File: src/rtl/core/font_glyph_blitter_assert.svh
// ----------------------------------------------------------------------------
// Font glyph blitter assertion macros
// Shared concurrent assertion forms for the glyph blitter RTL.
// ----------------------------------------------------------------------------
`ifndef FONT_GLYPH_BLITTER_ASSERT_SVH
`define FONT_GLYPH_BLITTER_ASSERT_SVH

// Same-cycle implication, disabled during reset.
`define FGB_ASSERT_IMP(label, clk, rst, ante, cons, msg) \
   label: assert property (@(posedge clk) disable iff (rst) (ante) |-> (cons)) \
      else $error(msg);

// Next-cycle implication, disabled during reset.
`define FGB_ASSERT_NXT(label, clk, rst, ante, cons, msg) \
   label: assert property (@(posedge clk) disable iff (rst) (ante) |=> (cons)) \
      else $error(msg);

`endif

File: src/rtl/core/fgb_pkg.sv
// ----------------------------------------------------------------------------
// fgb_pkg
// Types, constants and register map of the font glyph blitter.
// ----------------------------------------------------------------------------
package fgb_pkg;

   localparam int ATLAS_MAX_W_DEF = 128;
   localparam int ATLAS_ROWS_DEF  = 64;
   localparam int MAX_GLYPH_DEF   = 8;

   localparam int CALC_W  = 21;
   localparam int CELL_W  = 12;
   localparam int GLYPH_W = 4;
   localparam int DIV_W   = 8;
   localparam int CSR_AW  = 5;

   localparam logic [1:0] FUNC_LOAD  = 2'd0;
   localparam logic [1:0] FUNC_START = 2'd1;
   localparam logic [1:0] FUNC_DRAW  = 2'd2;

   localparam logic [7:0]  INK_FIRST = 8'h20;
   localparam logic [7:0]  INK_LAST  = 8'h7e;
   localparam logic [12:0] PEN_X_MAX = 13'h1fff;
   localparam logic [12:0] PIX_LIMIT = 13'd4096;

   localparam logic [2:0] REG_BUFFER_WIDTH    = 3'd0;
   localparam logic [2:0] REG_BUFFER_HEIGHT   = 3'd1;
   localparam logic [2:0] REG_ATLAS_WIDTH     = 3'd2;
   localparam logic [2:0] REG_SYMBOLS_PER_ROW = 3'd3;
   localparam logic [2:0] REG_GLYPH_HEIGHT    = 3'd4;

   localparam logic [12:0] BUFFER_WIDTH_RST    = 13'd320;
   localparam logic [12:0] BUFFER_HEIGHT_RST   = 13'd200;
   localparam logic [7:0]  ATLAS_WIDTH_RST     = 8'd128;
   localparam logic [7:0]  SYMBOLS_PER_ROW_RST = 8'd16;
   localparam logic [3:0]  GLYPH_HEIGHT_RST    = 4'd8;

   typedef struct packed {
      logic [12:0] buffer_width;
      logic [12:0] buffer_height;
      logic [7:0]  atlas_width;
      logic [7:0]  symbols_per_row;
      logic [3:0]  glyph_height;
   } cfg_type;

   typedef struct packed {
      logic             start;
      logic [DIV_W-1:0] dividend;
      logic [DIV_W-1:0] divisor;
   } div_req_type;

   typedef struct packed {
      logic             done;
      logic [DIV_W-1:0] quotient;
      logic [DIV_W-1:0] remainder;
   } div_rsp_type;

endpackage

File: src/rtl/core/fgb_div.sv
// ----------------------------------------------------------------------------
// fgb_div
// Shared restoring divider, one quotient bit per cycle.
// ----------------------------------------------------------------------------
module fgb_div (
   input  logic                clock,
   input  logic                reset,
   input  fgb_pkg::div_req_type req,
   output fgb_pkg::div_rsp_type rsp
);

   localparam int CntW = $clog2(fgb_pkg::DIV_W);

   logic                     busy_ff, busy_in;
   logic                     done_ff, done_in;
   logic [CntW-1:0]          cnt_ff, cnt_in;
   logic [fgb_pkg::DIV_W-1:0] dvd_ff, dvd_in;
   logic [fgb_pkg::DIV_W-1:0] dvs_ff, dvs_in;
   logic [fgb_pkg::DIV_W-1:0] rem_ff, rem_in;
   logic [fgb_pkg::DIV_W:0]   trial;

   always_comb begin
      busy_in = busy_ff;
      done_in = 1'b0;
      cnt_in  = cnt_ff;
      dvd_in  = dvd_ff;
      dvs_in  = dvs_ff;
      rem_in  = rem_ff;
      trial   = {rem_ff, dvd_ff[fgb_pkg::DIV_W-1]};
      if (req.start) begin
         busy_in = 1'b1;
         cnt_in  = '0;
         dvd_in  = req.dividend;
         dvs_in  = req.divisor;
         rem_in  = '0;
      end else if (busy_ff) begin
         if (trial >= {1'b0, dvs_ff}) begin
            rem_in = fgb_pkg::DIV_W'(trial - {1'b0, dvs_ff});
            dvd_in = {dvd_ff[fgb_pkg::DIV_W-2:0], 1'b1};
         end else begin
            rem_in = trial[fgb_pkg::DIV_W-1:0];
            dvd_in = {dvd_ff[fgb_pkg::DIV_W-2:0], 1'b0};
         end
         cnt_in = cnt_ff + 1'b1;
         if (cnt_ff == CntW'(fgb_pkg::DIV_W - 1)) begin
            busy_in = 1'b0;
            done_in = 1'b1;
         end
      end
   end

   always_ff @(posedge clock) begin
      if (reset) begin
         busy_ff <= 1'b0;
         done_ff <= 1'b0;
         cnt_ff  <= '0;
      end else begin
         busy_ff <= busy_in;
         done_ff <= done_in;
         cnt_ff  <= cnt_in;
      end
      dvd_ff <= dvd_in;
      dvs_ff <= dvs_in;
      rem_ff <= rem_in;
   end

   assign rsp.done      = done_ff;
   assign rsp.quotient  = dvd_ff;
   assign rsp.remainder = rem_ff;

endmodule

File: config.mk
export PLATFORM = sky130hd
export DESIGN_NAME = fgb_div
export DESIGN_NICKNAME = d
export VERILOG_FILES = /design/src/rtl/core/font_glyph_blitter_assert.svh /design/src/rtl/core/fgb_pkg.sv /design/src/rtl/core/fgb_div.sv
export SDC_FILE = /design/constraint.sdc
export NUM_CORES = 1
export LEC_CHECK = 0
export ABC_AREA = 1
export ABC_CLOCK_PERIOD_IN_PS = 1700
export BUFFER_PORTS_ARGS = -buffer_cell sky130_fd_sc_hd__buf_2
export CAP_MARGIN = 20
export CELL_PAD_IN_SITES_DETAIL_PLACEMENT = 1
export CELL_PAD_IN_SITES_GLOBAL_PLACEMENT = 1
export CORE_ASPECT_RATIO = 0.9
export CORE_MARGIN = 4
export CORE_UTILIZATION = 35
export DETAILED_ROUTE_END_ITERATION = 8
export MAX_ROUTING_LAYER = met4
export PLACE_DENSITY_LB_ADDON = 0.1
export RECOVER_POWER = 25
export SYNTH_ARGS = -nofsm -noshare
export SYNTH_HDL_FRONTEND = slang
export SYNTH_SLANG_ARGS = --single-unit
File: constraint.sdc
create_clock -name clock -period 1.7 [get_ports clock]
set_input_delay 0.085 -clock clock [delete_from_list [all_inputs] [get_ports clock]]
set_output_delay 0.085 -clock clock [all_outputs]
set_load 0.05 [all_outputs]
==> results of run 1 <==
[worst min-delay path, cell delays in order]
cell	delay [ns]
buf_2	0.07
nand2_1	0.04
nand2_1	0.05
[path summary, 6_finish.rpt]
check,from,to,slack [ns],cells after the start
min reg2reg,cnt_ff[1],cnt_ff[1],0.48,2
min,req[13],dvd_ff[5],0.07,3
max reg2reg,dvs_ff[0],rem_ff[6],0.02,10
max,dvs_ff[0],rem_ff[6],0.02,10
[cells in the final DEF (no fill, tap or decap), drive strengths merged, types with 2 or more instances in the layout]
master,count
a21oi,5
buf,56
clkbuf,6
clkinv,3
dfxtp,13
dlygate4sd3,9
edfxtp,16
ha,10
inv,28
nand2,82
nand3,18
nand3b,7
nand4,4
nor2,12
or2,2
xnor2,2
xor2,2
[power groups by stage]
stage          combinational, mW  sequential [mW]  clock [mW]
6_report                   0.581            0.826       0.569
5_1_grt                    0.634            0.830       0.618
3_3_place_gp               0.461            0.835           0
2_1_floorplan              0.213            0.928           0
4_1_cts                    0.545            0.824       0.583
3_5_place_dp               0.470            0.836           0
[layout make-up]
class                      count  area, um^2  share of cell area (%)
clock inverter                 3       17.52                  0.7053
clock buffer                   5       68.82                   2.771
multi-input combinational    150        1020                   41.06
timing repair buffer          66       442.9                   17.83
sequential                    29       748.2                   30.13
inverter                      29       108.9                   4.383
tap                           62       77.57                   3.123
[kinds of logic after synthesis]
| group | count (synthesis) | share of synthesized area, % |
|---|---|---|
| flops | 29 | 44.15 |
| fa+ha+maj | 11 | 8.650 |
| simple gates | 126 | 34.08 |
| compound gates | 8 | 2.984 |
| buf+inv | 32 | 8.053 |
| xor+xnor | 4 | 2.088 |
[timing repair]
item / CTS / global route
setup endpoints to repair: 1 / 9
pin swaps: 5 / 14
endpoints found under the hold margin: 10 / 0
buffers inserted: 5 / 1
hold buffers: 9 / 0
resized for setup: 16 / 27
gates cloned: 1 / 1
[through the flow]
stage          power (mW)  hold WS (ns)  setup TNS, ns  util [%]  area (um^2)
2_1_floorplan       1.142        0.1611        -0.6338         -         1699
3_3_place_gp        1.295        0.2618              0     45.43         2066
3_5_place_dp        1.306        0.2633              0     45.43         2066
4_1_cts             1.952       0.06080      -0.006347     53.38         2427
5_1_grt             2.082       0.06995        -0.1724     54.62         2484
6_report            1.976       0.06661              0     54.62         2484
[per-layer routing]
| metal | track usage, % | vias up |
|---|---|---|
| li1 | - | 818 |
| met1 | 22.76 | 773 |
| met2 | 31.63 | 32 |
| met3 | 3.799 | 5 |
| met4 | 4.503 | 0 |
| met5 | - | - |
[flip-flops by register name, indices dropped and copies added, names as in the netlist]
| register | count |
|---|---|
| busy_ff | 1 |
| cnt_ff | 3 |
| dvd_ff | 8 |
| dvs_ff | 8 |
| done_ff | 1 |
| rem_ff | 8 |
==> run_results.csv, run 1 <==
group,metric,value,unit
clock_network,cts_sinks,29,
logic_synthesis,synth-edff-count,16,
logic_synthesis,synth_top_cell_by_area,"edfxtp_1",
logic_synthesis,yosys_warnings,0,
timing,hold_violations,0,
floorplan,die_w,80.99,um
drt,via_per_inst,4.733,
flow_run,drv_cap,0,
timing,timing.final.crit_share,99.07,%
pwr,p_comb_share,29.4,%
drt,wl_per_cell,15.36,um
drt,initialDrtViolationCount,69,
floorplan,rows,23,
logic_synthesis,synth_top_area_share,28.64,%
clock_network,numCtsBuffers,5,
floorplan,dieArea,5967,um^2
global_route,grt_pass1_wl,8.086,mm
drt,wl,5.285,mm
critical_path,crit_type,"reg -> reg",
global_route,grt_pass1_vias,1665,
clock_network,root_buffer,"clkbuf_8",
logic_synthesis,ys_ff_latch,29,
timing,fin_skew,0.004821,ns
global_route,grt_max_degree,14,
global_route,grt_usage,18.65,%
logic_synthesis,synth-seq-area-share,44.15,%
pwr,power_switching,664.1,uW
placement,io_buffer_count,35,
final_layout,diodes,0,
critical_path,cpMaxStageDelayCell,"edfxtp_1",
floorplan,die_y,73.69,um
drt,wl_met1,2.430,mm
logic_synthesis,ys_top_cells_by_area,"edfxtp_1, nand2_1, dfxtp_1",
placement,place_ws,0.01363,ns
pwr,cellLeakagePower,1.237,nW
floorplan,core,4547,um^2
logic_synthesis,synthArstFlopShare,0,%
final_layout,fillers,557,
clock_network,cts_tree,"yes",
critical_path,worstPathArrival,1.87,ns
logic_synthesis,synth_area_per_cell,7.990,um^2
floorplan,start_util,36.90,%
drt,final_antenna_net_count,0,
final_layout,stdcell_count,344,
critical_path,path_cells,"ha_4 -> fa_2 -> inv_2 -> nand4_1 -> nand3_1 -> nand2_1 -> nand2_1 -> nand2_1 -> nand3_1 -> nand2_1",
drt,remaining_drc_errors,0,
placement,placedCellCount,321,
pwr,seq_power_share,41.8,%
drt,num_vias,1628,
critical_path,crit_buf_inv,1,
logic_synthesis,synth_area,1678,um^2
critical_path,cpPeakStageDelay,0.41,ns
critical_path,worstSetupEndpointType,"flip-flop",
logic_synthesis,yosysMostFrequentCell,"nand2_1",
floorplan,pin_count,36,
timing,tightestPinTransition,0.3372,ns
final_layout,layout-drive-gt1-share,40.78,%
clock_network,clock_latency,0.28,ns
timing,drv_slew,0,
clock_network,clock_path_buffers,2,
final_layout,syn_to_final_growth,48.02,%
logic_synthesis,synthCells,210,
timing,slew-limit-headroom,77.38,%
placement,hpwl,3.518,mm
logic_synthesis,ys_types,29,
critical_path,crit_top_cell,"nand2_1",
pwr,vdd_ir_drop_max,759.4,uV
timing,setup_viol,0,
drt,met2WireLength,2.625,mm
worst_hold_path,hp-class,"in -> reg",
clock_network,ctsHtreeMaxLevel,2,
timing,rsz0062_at_grt,"yes",
timing,layout_setup_ws,0.01589,ns
pwr,power_density,795.5,nW/um^2
drt,met3_length,189,um
clock_network,cts.clk_slew.worst_paths,0.07,ns
logic_synthesis,synth_fp_nets,240,
drt,dr.pass1.iters,4,
pwr,switching_share,33.61,%
global_route,antenna_found_initial,0,
pwr,p_int,1.312,mW
global_route,overflow,0,
drt,routed.top_layer,"met4",
logic_synthesis,netlist_top_cells_count,"nand2_1, inv_1, nand3_1",
pwr,pwr-share-clk,28.8,%
timing,fmax,593.8,MHz
timing,fin_crit,1.684,ns
placement,gp_congestion,0.8005,
critical_path,worstPathRequired,1.88,ns
status,status,"complete, no violations",
logic_synthesis,synth_top_flop_cell,"edfxtp_1",
final_layout,nets,311,
critical_path,crit_path_start_kind,"flip-flop",
critical_path,cpLargestDelayFamily,"adder cells",
critical_path,crit_fanout,3,
Note: power is estimated with default switching activity, not from simulation.
==> inputs of run 2 (changes only) <==
ABC_CLOCK_PERIOD_IN_PS = 1900   (was 1700)
clock period = 1.9 ns   (was 1.7 ns; I/O delays follow)
==> run_results.csv, run 2 (synthesis gave the netlist of run 1 again) <==
group,metric,value,unit
status,status,"complete, no violations",
timing,setup_viol,0,
placement,io_buffer_count,35,
worst_hold_path,hp-class,"in -> reg",
placement,gp_congestion,0.8117,
critical_path,crit_buf_inv,0,
pwr,p_comb_share,24.0,%
final_layout,mostFrequentLayoutCell,"nand2_1",
clock_network,root_buffer,"clkbuf_8",
timing,hold_violations,0,
clock_network,numCtsBuffers,5,
critical_path,regToRegEndpoint,"rem_ff[4]",
critical_path,crit_top_cell,"nand2_1",
final_layout,fillers,590,
drt,via_per_inst,4.576,
pwr,seq_power_share,45.8,%
timing,drv_slew,0,
placement,placed_area,1924,um^2
flow_run,drv_cap,0,
timing,layout_setup_ws,0.1743,ns
pwr,power_switching,516.3,uW
drt,wl,4.181,mm
drt,dr.pass1.iters,4,
final_layout,reg_top3,"dvd_ff (8), dvs_ff (8), rem_ff (8)",
global_route,grt_pass1_vias,1464,
timing,fin_crit,1.726,ns
pwr,power.total,1.599,mW
global_route,grt_max_degree,15,
pwr,p_int,1.082,mW
worst_hold_path,worstHoldEndpoint,"dvs_ff[6]",
drt,wl_per_cell,13.02,um
final_layout,layout_common_cells,"nand2_1, buf_2, inv_1",
pwr,vdd_ir_drop_max,373.2,uV
final_layout,finalInstanceArea,2087,um^2
final_layout,fin_util,45.90,%
timing,rsz0062_at_grt,"no",
critical_path,worstSetupEndpointType,"flip-flop",
critical_path,cpLargestDelayFamily,"compound AO/OA/AOI/OAI gates",
floorplan,dieArea,5967,um^2
clock_network,cts_setup_buffers,0,
drt,final_antenna_net_count,0,
critical_path,worstPathRequired,2.07,ns
pwr,pwr-share-clk,30.2,%
drt,initialDrtViolationCount,51,
floorplan,die_w,80.99,um
clock_network,cts_sinks,29,
critical_path,crit_path_start_kind,"flip-flop",
critical_path,r2r_slack,0.17,ns
floorplan,pin_count,36,
pwr,cellLeakagePower,1.090,nW
critical_path,crit_fanout,9,
timing,fmax,579.5,MHz
critical_path,crit_type,"reg -> reg",
drt,num_vias,1469,
global_route,grt_pass1_wl,6.975,mm
final_layout,layout-drive-gt1-share,20.46,%
critical_path,cpPeakStageDelay,0.38,ns
critical_path,r2r_start,"rem_ff[5]",
placement,place_ws,0.05563,ns
floorplan,die_y,73.69,um
final_layout,syn_to_final_growth,24.38,%
floorplan,core,4547,um^2
clock_network,ctsHtreeMaxLevel,2,
global_route,overflow,0,
worst_hold_path,hp-start,"req[6]",
floorplan,start_util,36.90,%
pwr,switching_share,32.30,%
placement,hpwl,3.193,mm
global_route,antenna_found_initial,0,
final_layout,nets,288,
critical_path,path_cells,"ha_1 -> nand2_1 -> nand2_1 -> a21oi_2 -> o21a_4 -> nand3b_1 -> nand3_1 -> nand2_1",
clock_network,cts_tree,"yes",
worst_hold_path,holdPathStages,1,
timing,slew-limit-headroom,49.91,%
clock_network,clock_path_buffers,2,
timing,tightestPinTransition,0.7514,ns
floorplan,rows,23,
timing,fin_skew,0.007560,ns
timing,finalSetupTns,0,ns
clock_network,cts.clk_slew.worst_paths,0.06,ns
critical_path,worstPathArrival,1.90,ns
clock_network,clock_latency,0.28,ns
pwr,power_density,766.0,nW/um^2
final_layout,diodes,0,
timing,timing.final.crit_share,90.82,%
critical_path,cpMaxStageDelayCell,"ha_1",
drt,remaining_drc_errors,0,
critical_path,ff2ff_path_depth,8,
global_route,grt_usage,15.74,%
## run 2: cell count changes in the layout (fill, tap and decap cells not counted), sizes merged
cell         previous run  this run
clkinv                  3         4
clkinvlp                1         0
dlygate4sd3             9         7
clkbuf                  6         7
buf                    56        35
nand3b                  7         6
## run 2: worst max path at each step
stage / start / endpoint / slack (ns) / depth (start not counted)
after floorplan: dvd_ff[7] / rem_ff[6] / 0.01 / 11
after global placement: rem_ff[5] / dvd_ff[0] / 0.07 / 6
after detailed placement: rem_ff[5] / dvd_ff[0] / 0.06 / 6
after CTS: rem_ff[5] / dvd_ff[0] / 0.06 / 6
after global routing: rem_ff[5] / rem_ff[1] / 0.02 / 8
final: rem_ff[5] / rem_ff[4] / 0.17 / 8
## run 2: worst reg2reg max path, stage by stage, from the launching register on
cell and delay, ns:
dfxtp_1 0.33, ha_1 0.38, nand2_1 0.09, nand2_1 0.08, a21oi_2 0.25, o21a_4 0.25, nand3b_1 0.09, nand3_1 0.09
nand2_1 0.06
## run 2: layout make-up
type	instances	area [um^2]	area share [%]
Clock inverter	3	12.51	0.5995
Multi-Input combinational cell	149	823.3	39.45
Timing Repair Buffer	44	255.2	12.23
Inverter	29	108.9	5.216
Sequential cell	29	740.7	35.49
Clock buffer	5	68.82	3.297
Tap cell	62	77.57	3.717
## run 2: power by group through the flow
stage	Combinational, mW	Clock, mW	Sequential, mW
final	0.384	0.483	0.732
after global routing	0.428	0.532	0.737
after CTS	0.386	0.495	0.733
after detailed placement	0.374	0	0.745
after global placement	0.370	0	0.746
after floorplan	0.188	0	0.828
## run 2: repair_timing
action | 4_1_cts | 5_1_grt
gates resized for setup | 0 | 3
endpoints found under the setup margin | 0 | 9
endpoints found under the hold margin | 7 | 0
hold buffers | 7 | 0
## run 2: stage by stage
step	std cells	hold slack, ns
2_1_floorplan	210	0.1711
3_3_place_gp	306	0.2717
3_5_place_dp	306	0.2740
4_1_cts	321	0.001804
5_1_grt	321	0.0008093
6_report	321	0.007729
## run 2: routing by layer
layer	wire length [um]	global-route usage [%]
met1	2092	21.26
met4	29	3.377
met2	1865	23.43
met3	193	4.534
met5	0	-
