--- config.mk ---
export PLATFORM = sky130hd
export DESIGN_NAME = fgb_csr
export DESIGN_NICKNAME = d
export VERILOG_FILES = /design/src/rtl/core/font_glyph_blitter_assert.svh /design/src/rtl/core/fgb_pkg.sv /design/src/rtl/core/fgb_csr.sv
export SDC_FILE = /design/constraint.sdc
export NUM_CORES = 1
export LEC_CHECK = 0
export ABC_CLOCK_PERIOD_IN_PS = 1100
export BUFFER_PORTS_ARGS = -buffer_cell sky130_fd_sc_hd__buf_2
export CAP_MARGIN = 25
export CORE_ASPECT_RATIO = 0.7
export CORE_UTILIZATION = 46
export DETAILED_ROUTE_END_ITERATION = 10
export PLACE_DENSITY = 0.76
export SLEW_MARGIN = 30
export SYNTH_ARGS = -nofsm -noshare
export SYNTH_HDL_FRONTEND = slang
export SYNTH_SLANG_ARGS = --single-unit
--- constraint.sdc ---
create_clock -name clock -period 1.1 [get_ports clock]
set_input_delay 0.055 -clock clock [delete_from_list [all_inputs] [get_ports clock]]
set_output_delay 0.055 -clock clock [all_outputs]
set_load 0.02 [all_outputs]
--- src/rtl/core/font_glyph_blitter_assert.svh ---
// ----------------------------------------------------------------------------
// Font glyph blitter assertion macros
// Shared concurrent assertion forms for the glyph blitter RTL.
// ----------------------------------------------------------------------------
`ifndef FONT_GLYPH_BLITTER_ASSERT_SVH
`define FONT_GLYPH_BLITTER_ASSERT_SVH

// Same-cycle implication, disabled during reset.
`define FGB_ASSERT_IMP(label, clk, rst, ante, cons, msg) \
   label: assert property (@(posedge clk) disable iff (rst) (ante) |-> (cons)) \
      else $error(msg);

// Next-cycle implication, disabled during reset.
`define FGB_ASSERT_NXT(label, clk, rst, ante, cons, msg) \
   label: assert property (@(posedge clk) disable iff (rst) (ante) |=> (cons)) \
      else $error(msg);

`endif

--- src/rtl/core/fgb_pkg.sv ---
// ----------------------------------------------------------------------------
// fgb_pkg
// Types, constants and register map of the font glyph blitter.
// ----------------------------------------------------------------------------
package fgb_pkg;

   localparam int ATLAS_MAX_W_DEF = 128;
   localparam int ATLAS_ROWS_DEF  = 64;
   localparam int MAX_GLYPH_DEF   = 8;

   localparam int CALC_W  = 21;
   localparam int CELL_W  = 12;
   localparam int GLYPH_W = 4;
   localparam int DIV_W   = 8;
   localparam int CSR_AW  = 5;

   localparam logic [1:0] FUNC_LOAD  = 2'd0;
   localparam logic [1:0] FUNC_START = 2'd1;
   localparam logic [1:0] FUNC_DRAW  = 2'd2;

   localparam logic [7:0]  INK_FIRST = 8'h20;
   localparam logic [7:0]  INK_LAST  = 8'h7e;
   localparam logic [12:0] PEN_X_MAX = 13'h1fff;
   localparam logic [12:0] PIX_LIMIT = 13'd4096;

   localparam logic [2:0] REG_BUFFER_WIDTH    = 3'd0;
   localparam logic [2:0] REG_BUFFER_HEIGHT   = 3'd1;
   localparam logic [2:0] REG_ATLAS_WIDTH     = 3'd2;
   localparam logic [2:0] REG_SYMBOLS_PER_ROW = 3'd3;
   localparam logic [2:0] REG_GLYPH_HEIGHT    = 3'd4;

   localparam logic [12:0] BUFFER_WIDTH_RST    = 13'd320;
   localparam logic [12:0] BUFFER_HEIGHT_RST   = 13'd200;
   localparam logic [7:0]  ATLAS_WIDTH_RST     = 8'd128;
   localparam logic [7:0]  SYMBOLS_PER_ROW_RST = 8'd16;
   localparam logic [3:0]  GLYPH_HEIGHT_RST    = 4'd8;

   typedef struct packed {
      logic [12:0] buffer_width;
      logic [12:0] buffer_height;
      logic [7:0]  atlas_width;
      logic [7:0]  symbols_per_row;
      logic [3:0]  glyph_height;
   } cfg_type;

   typedef struct packed {
      logic             start;
      logic [DIV_W-1:0] dividend;
      logic [DIV_W-1:0] divisor;
   } div_req_type;

   typedef struct packed {
      logic             done;
      logic [DIV_W-1:0] quotient;
      logic [DIV_W-1:0] remainder;
   } div_rsp_type;

endpackage

--- src/rtl/core/fgb_csr.sv ---
// ----------------------------------------------------------------------------
// fgb_csr
// APB-style configuration registers of the glyph blitter.
// ----------------------------------------------------------------------------
module fgb_csr (
   input  logic                        clock,
   input  logic                        reset,
   input  logic                        psel,
   input  logic                        penable,
   input  logic                        pwrite,
   input  logic [fgb_pkg::CSR_AW-1:0]  paddr,
   input  logic [31:0]                 pwdata,
   output logic [31:0]                 prdata,
   output logic                        pready,
   output fgb_pkg::cfg_type            cfg
);

   fgb_pkg::cfg_type cfg_ff, cfg_in;
   logic [2:0]       index;
   logic             wr;

   assign index  = paddr[fgb_pkg::CSR_AW-1:2];
   assign wr     = psel && penable && pwrite;
   assign pready = 1'b1;

   always_comb begin
      cfg_in = cfg_ff;
      if (wr) begin
         case (index)
            fgb_pkg::REG_BUFFER_WIDTH:    cfg_in.buffer_width    = pwdata[12:0];
            fgb_pkg::REG_BUFFER_HEIGHT:   cfg_in.buffer_height   = pwdata[12:0];
            fgb_pkg::REG_ATLAS_WIDTH:     cfg_in.atlas_width     = pwdata[7:0];
            fgb_pkg::REG_SYMBOLS_PER_ROW: cfg_in.symbols_per_row = pwdata[7:0];
            fgb_pkg::REG_GLYPH_HEIGHT:    cfg_in.glyph_height    = pwdata[3:0];
            default: cfg_in = cfg_ff;
         endcase
      end
   end

   always_comb begin
      case (index)
         fgb_pkg::REG_BUFFER_WIDTH:    prdata = {19'd0, cfg_ff.buffer_width};
         fgb_pkg::REG_BUFFER_HEIGHT:   prdata = {19'd0, cfg_ff.buffer_height};
         fgb_pkg::REG_ATLAS_WIDTH:     prdata = {24'd0, cfg_ff.atlas_width};
         fgb_pkg::REG_SYMBOLS_PER_ROW: prdata = {24'd0, cfg_ff.symbols_per_row};
         fgb_pkg::REG_GLYPH_HEIGHT:    prdata = {28'd0, cfg_ff.glyph_height};
         default: prdata = '0;
      endcase
   end

   always_ff @(posedge clock) begin
      if (reset) begin
         cfg_ff.buffer_width    <= fgb_pkg::BUFFER_WIDTH_RST;
         cfg_ff.buffer_height   <= fgb_pkg::BUFFER_HEIGHT_RST;
         cfg_ff.atlas_width     <= fgb_pkg::ATLAS_WIDTH_RST;
         cfg_ff.symbols_per_row <= fgb_pkg::SYMBOLS_PER_ROW_RST;
         cfg_ff.glyph_height    <= fgb_pkg::GLYPH_HEIGHT_RST;
      end else begin
         cfg_ff <= cfg_in;
      end
   end

   assign cfg = cfg_ff;

endmodule

==> results.md, run 1 <==
- Die width: roughly 91 µm
- Buffers on Ports: 79
- Root Driver: clkbuf_8
- Area fraction of the dominant cell type after synthesis: approximately 36%
- Nets: between 400 and 500
- Syn-to-layout area delta: 36.41%
- # diodes: 0
- Worst skew pair latency: approximately 0.3 ns
- DRT Wirelength: slightly above 6 mm
- Post-layout min period: 1.427 ns
- Reg power frac: 50.8%
- Largest register FFs: 46
- Hold_ws: between 0.02 and 0.025 ns
- Clock power share: between 30% and 40%
- Maximum vdd drop: just under 0.0006 V
- Failing checks: negative setup slack
- Critical path type: reg -> out
- Seq/Total Area, Yosys: 36.36%
- Main synth FF type: dfxtp_1
- CTS Buffer Depth: 2
- Asr flop ratio synth: 0%
- DR pass1 iterations: 4
- Avg Inst Size Synth: between 10 and 15 µm²
- Crit. End Element: primary output
- Clk sinks: 46
- DR vias: 2168
- Total CTS buffers: 5
- Initial antenna violation count: 0
- Status: complete, but fails checks
- Hold Fails Final Rpt: 0
- Commonest cells post-synth: mux2i_1, dfxtp_1, nand2b_1
- Vias in the first global route: between 2000 and 2500
- Initial Util: between 40% and 50%
- Placed Cells: between 400 and 500
- Int Power: roughly 2.4 mW
- Final setup viols: 8
- Sw frac: a little over a quarter
- Gate Count Post-Synth: 253
- Via density: around 5
- CORE AREA: 0.005258 mm²
- Largest net degree at the start of global routing: 39
- First-pass GRT wire length: slightly above 10 mm
- Routed WL per cell: 14.01 µm
- CTS tree: yes
- Static leakage: 1.749 nW
- Most common cell in the netlist: mux2i_1
- Netlist area before placement: roughly 0.0025 mm²
- Congestion Overflow GR: 0
- Ys Warns: 0
- Power Density: about 960 mW/mm²
- Non-filler cells, final: between 400 and 500
- MaxCap Viol Count: 0
- Layout Skew: 0 ns
- Post-synth top area cell: dfxtp_1
- Die area: between 0.005 and 0.006 mm²
- Register area: approximately 960 µm²
- GPL Wtd Cong: 0.7646
- H-tree depth: 2
- Global Route Usage Sum: between 20% and 30%
- Critical Path RT: ~1.0 ns
- Total Power: 3.318 mW
- Worst-path maximum fanout: 2
- Critical path arrival: ~1.4 ns
- Max-slew violations: 0
- Post-route worst setup slack: -0.3269 ns
- Multi-input gate area: approximately 0.0014 mm²
- Worst-path clk slew: approximately 0.09 ns
- Setup crit start kind: register
- Unrepaired setup endpoints after global routing: true
- Iter 0 DRT Violations: 86
- Io pins: between 100 and 150
- Top cells by area, synth: dfxtp_1, mux2i_1, nand2b_1
- Fillers: 461
- FP Rows: 22
- Placed wire-length estimate: 4.479 mm
- Drt drc: 0
- Die height: 64.08 µm
- Worst hold path class: in -> reg
- EDFF count, synth: 0
- Final period utilization: 129.7%
- Antenna Nets Post-Route: 0
- Number of distinct library cells after synthesis: 36
- Gate power share: 16.0%
- NetSw: roughly 900 µW
- Max Clk Rate: about 700 MHz
- Share of post-route cells with drive strength above 1: between 40% and 50%
- Flip-flop and latch count after synthesis: 46
layer usage:
metal / share of wire [%] / wire, µm / track usage, %
met3: 6.4 / 401 / 5.476
met4: 1.4 / 87 / 8.065
met1: 48 / 2971 / 31.01
met5: 0 / 0 / 0
met2: 44 / 2761 / 36.36
power by group through the flow:
stage	Combinational (mW)	Sequential [mW]	Clock, mW
finish	0.531	1.69	1.10
global route	0.568	1.69	1.22
CTS	0.513	1.69	1.14
detailed placement	0.490	1.72	0
global placement	0.484	1.72	0
floorplan	0.355	1.74	0
through the flow:
step	cell area [µm²]	utilization [%]	TNS, ns	setup WS, ns
2_1_floorplan	2600	-	0	0.01161
3_3_place_gp	3172	60.33	-0.3958	-0.04795
3_5_place_dp	3172	60.33	-0.8573	-0.07138
4_1_cts	3379	64.28	-2.036	-0.3527
5_1_grt	3455	65.71	-2.604	-0.3788
6_report	3455	65.71	-1.880	-0.3269
placed cells by master (no fill, tap or decap), drive strengths merged, types with 2 or more instances in the layout:
master,count
o21ai,17
nor2b,12
mux4,4
o21a,3
o2bb2ai,3
nor2,12
conb,20
mux2i,49
nand2b,45
buf,129
nand3,2
dfxtp,46
nor3,6
clkbuf,6
and3,2
critical path, cell delays in order, from the launching register on:
cell	delay, ns
dfxtp_2	0.33
mux4_2	0.47
nor2b_4	0.14
buf_6	0.13
timing repair:
action	4_1_cts	5_1_grt
buffers inserted	6	3
hold buffers	1	0
hold endpoints to repair	2	0
endpoints found under the setup margin	13	14
gates resized for setup	32	18
pin swaps	2	1
kinds of logic (layout without fill, tap and decap cells):
logic type	count (synthesis)	after routing	share of synthesized area, %
AND/OR/NAND/NOR	86	86	23.07
flip-flops	46	46	36.36
AO/OA/AOI/OAI	28	28	6.670
buffers and inverters	37	138	10.23
multiplexers	54	54	23.37
other	2	20	0.2966
layout make-up:
type / instances / area share [%]
Tap cell: 72 / 2.608
Clock buffer: 6 / 2.390
Multi-Input combinational cell: 188 / 41.76
Clock inverter: 2 / 0.3622
Sequential cell: 46 / 27.67
Timing Repair Buffer: 130 / 25.21
final timing paths:
| path | cells past startpoint | slack (ns) | startpoint | end |
|---|---|---|---|---|
| worst max register to register | 4 | 0.24 | cfg[17]$_SDFFE_PP0P_ | cfg[17]$_SDFFE_PP0P_ |
| worst min register to register | 2 | 0.49 | cfg[36]$_SDFFE_PP0P_ | cfg[36]$_SDFFE_PP0P_ |
| worst max-delay path | 3 | -0.33 | cfg[11]$_SDFFE_PP0P_ | prdata[7] |
| worst min-delay path | 3 | 0.02 | pwdata[10] | cfg[43]$_SDFFE_PP0P_ |
No activity file was read; power rests on OpenSTA's default activity.
==> inputs of run 2 (changes only) <==
--- a/config.mk
+++ b/config.mk
@@ -5,13 +5,14 @@
 export SDC_FILE = /design/constraint.sdc
 export NUM_CORES = 1
 export LEC_CHECK = 0
+export ABC_AREA = 1
 export ABC_CLOCK_PERIOD_IN_PS = 1100
 export BUFFER_PORTS_ARGS = -buffer_cell sky130_fd_sc_hd__buf_2
 export CAP_MARGIN = 25
 export CORE_ASPECT_RATIO = 0.7
-export CORE_UTILIZATION = 46
+export CORE_UTILIZATION = 47
 export DETAILED_ROUTE_END_ITERATION = 10
-export PLACE_DENSITY = 0.76
+export PLACE_DENSITY = 0.77
 export SLEW_MARGIN = 30
 export SYNTH_ARGS = -nofsm -noshare
 export SYNTH_HDL_FRONTEND = slang
==> run 2 against run 1 <==
Net effect: the flow still finishes with violations (negative setup slack); total power up 6.8%; highest routed layer unchanged; clock skew did not move; setup slack better by 0.25 ns; fmax grew 21%; routed wire length up 16%.
==> results.md, run 2 <==
- Status: complete, but fails checks
- Failing checks: negative setup slack
- Initial Util: 50.85% (+2.7 points)
- DR pass1 iterations: 5 (+1)
- Die width: 89.84 µm (-0.93%)
- Setup crit start kind: register
- Netlist area before placement: 0.002539 mm² (+0.25%)
- H-tree depth: 2 (unchanged)
- Root Driver: clkbuf_8
- CORE AREA: 0.004992 mm² (-5.0%)
- Fillers: 446 (-3.3%)
- Syn-to-layout area delta: 34.80%
- Io pins: 121 (unchanged)
- Critical Path RT: 1.04 ns (about the same)
- Post-layout min period: 1.179 ns (-0.2481 ns)
- # diodes: 0 (unchanged)
- GPL Wtd Cong: 0.8997 (+18%)
- First-pass GRT wire length: 11.76 mm (+14%)
- Final period utilization: 107.2% (-23 points)
- Max-slew violations: 0 (unchanged)
- Avg Inst Size Synth: 6.476 µm² (-35%)
- Via density: 4.844 (-0.79%)
- Max Clk Rate: 848.3 MHz (+21%)
- Most common cell in the netlist: nand2_1
- Maximum vdd drop: 0.0007222 V (+23%)
- Most frequent cells in the layout: nand2_1, nor2_1, buf_2
- Static leakage: 1.784 nW (+2.0%)
- Crit. End Element: primary output
- Gate Count Post-Synth: 392 (+55%)
- Reg2reg setup slack: 0.35 ns (+0.11 ns)
- Power Density: 1035 mW/mm² (+7.8%)
- Final Core Density: 68.55% (+2.8 points)
- Placed wire-length estimate: 5.068 mm (+13%)
- Worst skew pair latency: 0.30 ns (about the same)
- DR vias: 2766 (+28%)
- Final setup viols: 5 (-3)
- Critical path type: reg -> out
- Ys Warns: 0 (unchanged)
- Seq/Total Area, Yosys: 36.27% (-0.090 points)
- Hold_ws: 0.01533 ns (-0.009035 ns)
- Iter 0 DRT Violations: 166 (+93%)
- Worst hold path class: in -> reg
- Drt drc: 0 (unchanged)
- Hold Fails Final Rpt: 0 (unchanged)
- Total CTS buffers: 5 (unchanged)
- Flip-flop and latch count after synthesis: 46 (unchanged)
- Global Route Usage Sum: 25.79% (+2.7 points)
- Vias in the first global route: 2480 (+22%)
- Main synth FF type: dfxtp_1
- Number of distinct library cells after synthesis: 21 (-42%)
- Die area: 0.005704 mm² (-1.8%)
- Routed WL per cell: 12.59 µm (-10%)
- Antenna Nets Post-Route: 0 (unchanged)
- Clk sinks: 46 (unchanged)
- Congestion Overflow GR: 0 (unchanged)
- Layout Skew: 0 ns (unchanged)
- MaxCap Viol Count: 0 (unchanged)
- Commonest non-fill, non-tap cell in the layout: nand2_1
- FP Rows: 21 (-4.5%)
- Area fraction of the dominant cell type after synthesis: 36.27% (-0.090 points)
- Unrepaired setup endpoints after global routing: true
- CTS Buffer Depth: 2 (unchanged)
- Share of post-route cells with drive strength above 1: 36.25% (-12 points)
- Worst-path maximum fanout: 2 (unchanged)
- Largest net degree at the start of global routing: 47 (+21%)
- Setup WS pre-CTS: -0.008313 ns (+0.06307 ns)
- DRT Wirelength: 7.191 mm (+16%)
- Commonest cells post-synth: nand2_1, nor2_1, nand3_1
- Nets: 544 (+32%)
- Largest register FFs: 46 (unchanged)
- Asr flop ratio synth: 0% (unchanged)
- Post-synth top area cell: dfxtp_1
- Top cells by area, synth: dfxtp_1, nand2_1, nor2_1
- CTS tree: yes
- Post-route worst setup slack: -0.07878 ns (+0.2481 ns)
- Worst-path clk slew: 0.09 ns (about the same)
- Setup_tns: -0.1719 ns (+1.708 ns)
- Die height: 63.49 µm (-0.92%)
- Critical path arrival: 1.12 ns (-0.25 ns)
- EDFF count, synth: 0 (unchanged)
- Initial antenna violation count: 0 (unchanged)
- Buffers on Ports: 79 (unchanged)
## run 2: routing by layer
layer,GRT usage [%],share of wire (%),vias to the layer above,wire [µm]
met5,0,0,-,0
met4,6.967,0.95,0,68
met3,4.589,8.3,9,595
met2,42.12,45,106,3253
met1,35.03,46,1277,3274
li1,-,-,1374,-
## run 2: through the flow
stage	total power, mW	std cells	cell area (µm²)
final	3.543	571	3422
after global routing	3.699	571	3422
after CTS	3.517	567	3349
after detailed placement	2.237	546	3020
after global placement	2.230	546	3020
after floorplan	2.129	410	2606
## run 2: path summary, 6_finish.rpt
| check | startpoint | end | depth (start not counted) |
|---|---|---|---|
| max | cfg[8]$_SDFFE_PP1P_ | prdata[4] | 5 |
| min | pwdata[3] | cfg[3]$_SDFFE_PP1P_ | 3 |
| max reg2reg | cfg[35]$_SDFFE_PP0P_ | cfg[35]$_SDFFE_PP0P_ | 3 |
| min reg2reg | cfg[1]$_SDFFE_PP0P_ | cfg[1]$_SDFFE_PP0P_ | 2 |
## run 2: where the power goes
group	total (mW)	switching [mW]	internal (mW)	leakage, nW
registers	1.70	0.0173	1.69	0.380
logic	0.560	0.362	0.198	1.35
clock network	1.28	0.552	0.727	0.0573
total	3.54	0.931	2.61	1.78
## run 2: logic make-up after synthesis
| logic type | Yosys count | synth area share (%) |
|---|---|---|
| DFF | 46 | 36.27 |
| AOI/OAI and AO/OA | 7 | 1.380 |
| other | 2 | 0.2958 |
| and+or+nand+nor | 263 | 44.95 |
| buffers and inverters | 74 | 17.10 |
## run 2: critical path, stage by stage, from the launching register on
cell and delay, ns:
dfxtp_2 0.33, inv_2 0.05, nor2_2 0.03, a21oi_2 0.18, nand2_1 0.10, buf_6 0.14
## run 2: final cells by class
type | count | area (µm²) | area share (%)
multi-input cells | 290 | 1303 | 38.06
inverters | 37 | 143.9 | 4.205
well taps | 69 | 86.33 | 2.523
clock buffers | 6 | 82.58 | 2.413
repair buffers | 122 | 829.5 | 24.24
clock inverters | 1 | 30.03 | 0.8775
flip-flops and latches | 46 | 947.2 | 27.68
## run 2: what timing repair did
item | in CTS | in global routing
setup buffers | 11 | 4
hold buffers | 3 | 0
endpoints found under the hold margin | 3 | 0
endpoints found under the setup margin | 8 | 13
pin swaps | 10 | 16
gates resized for setup | 43 | 22
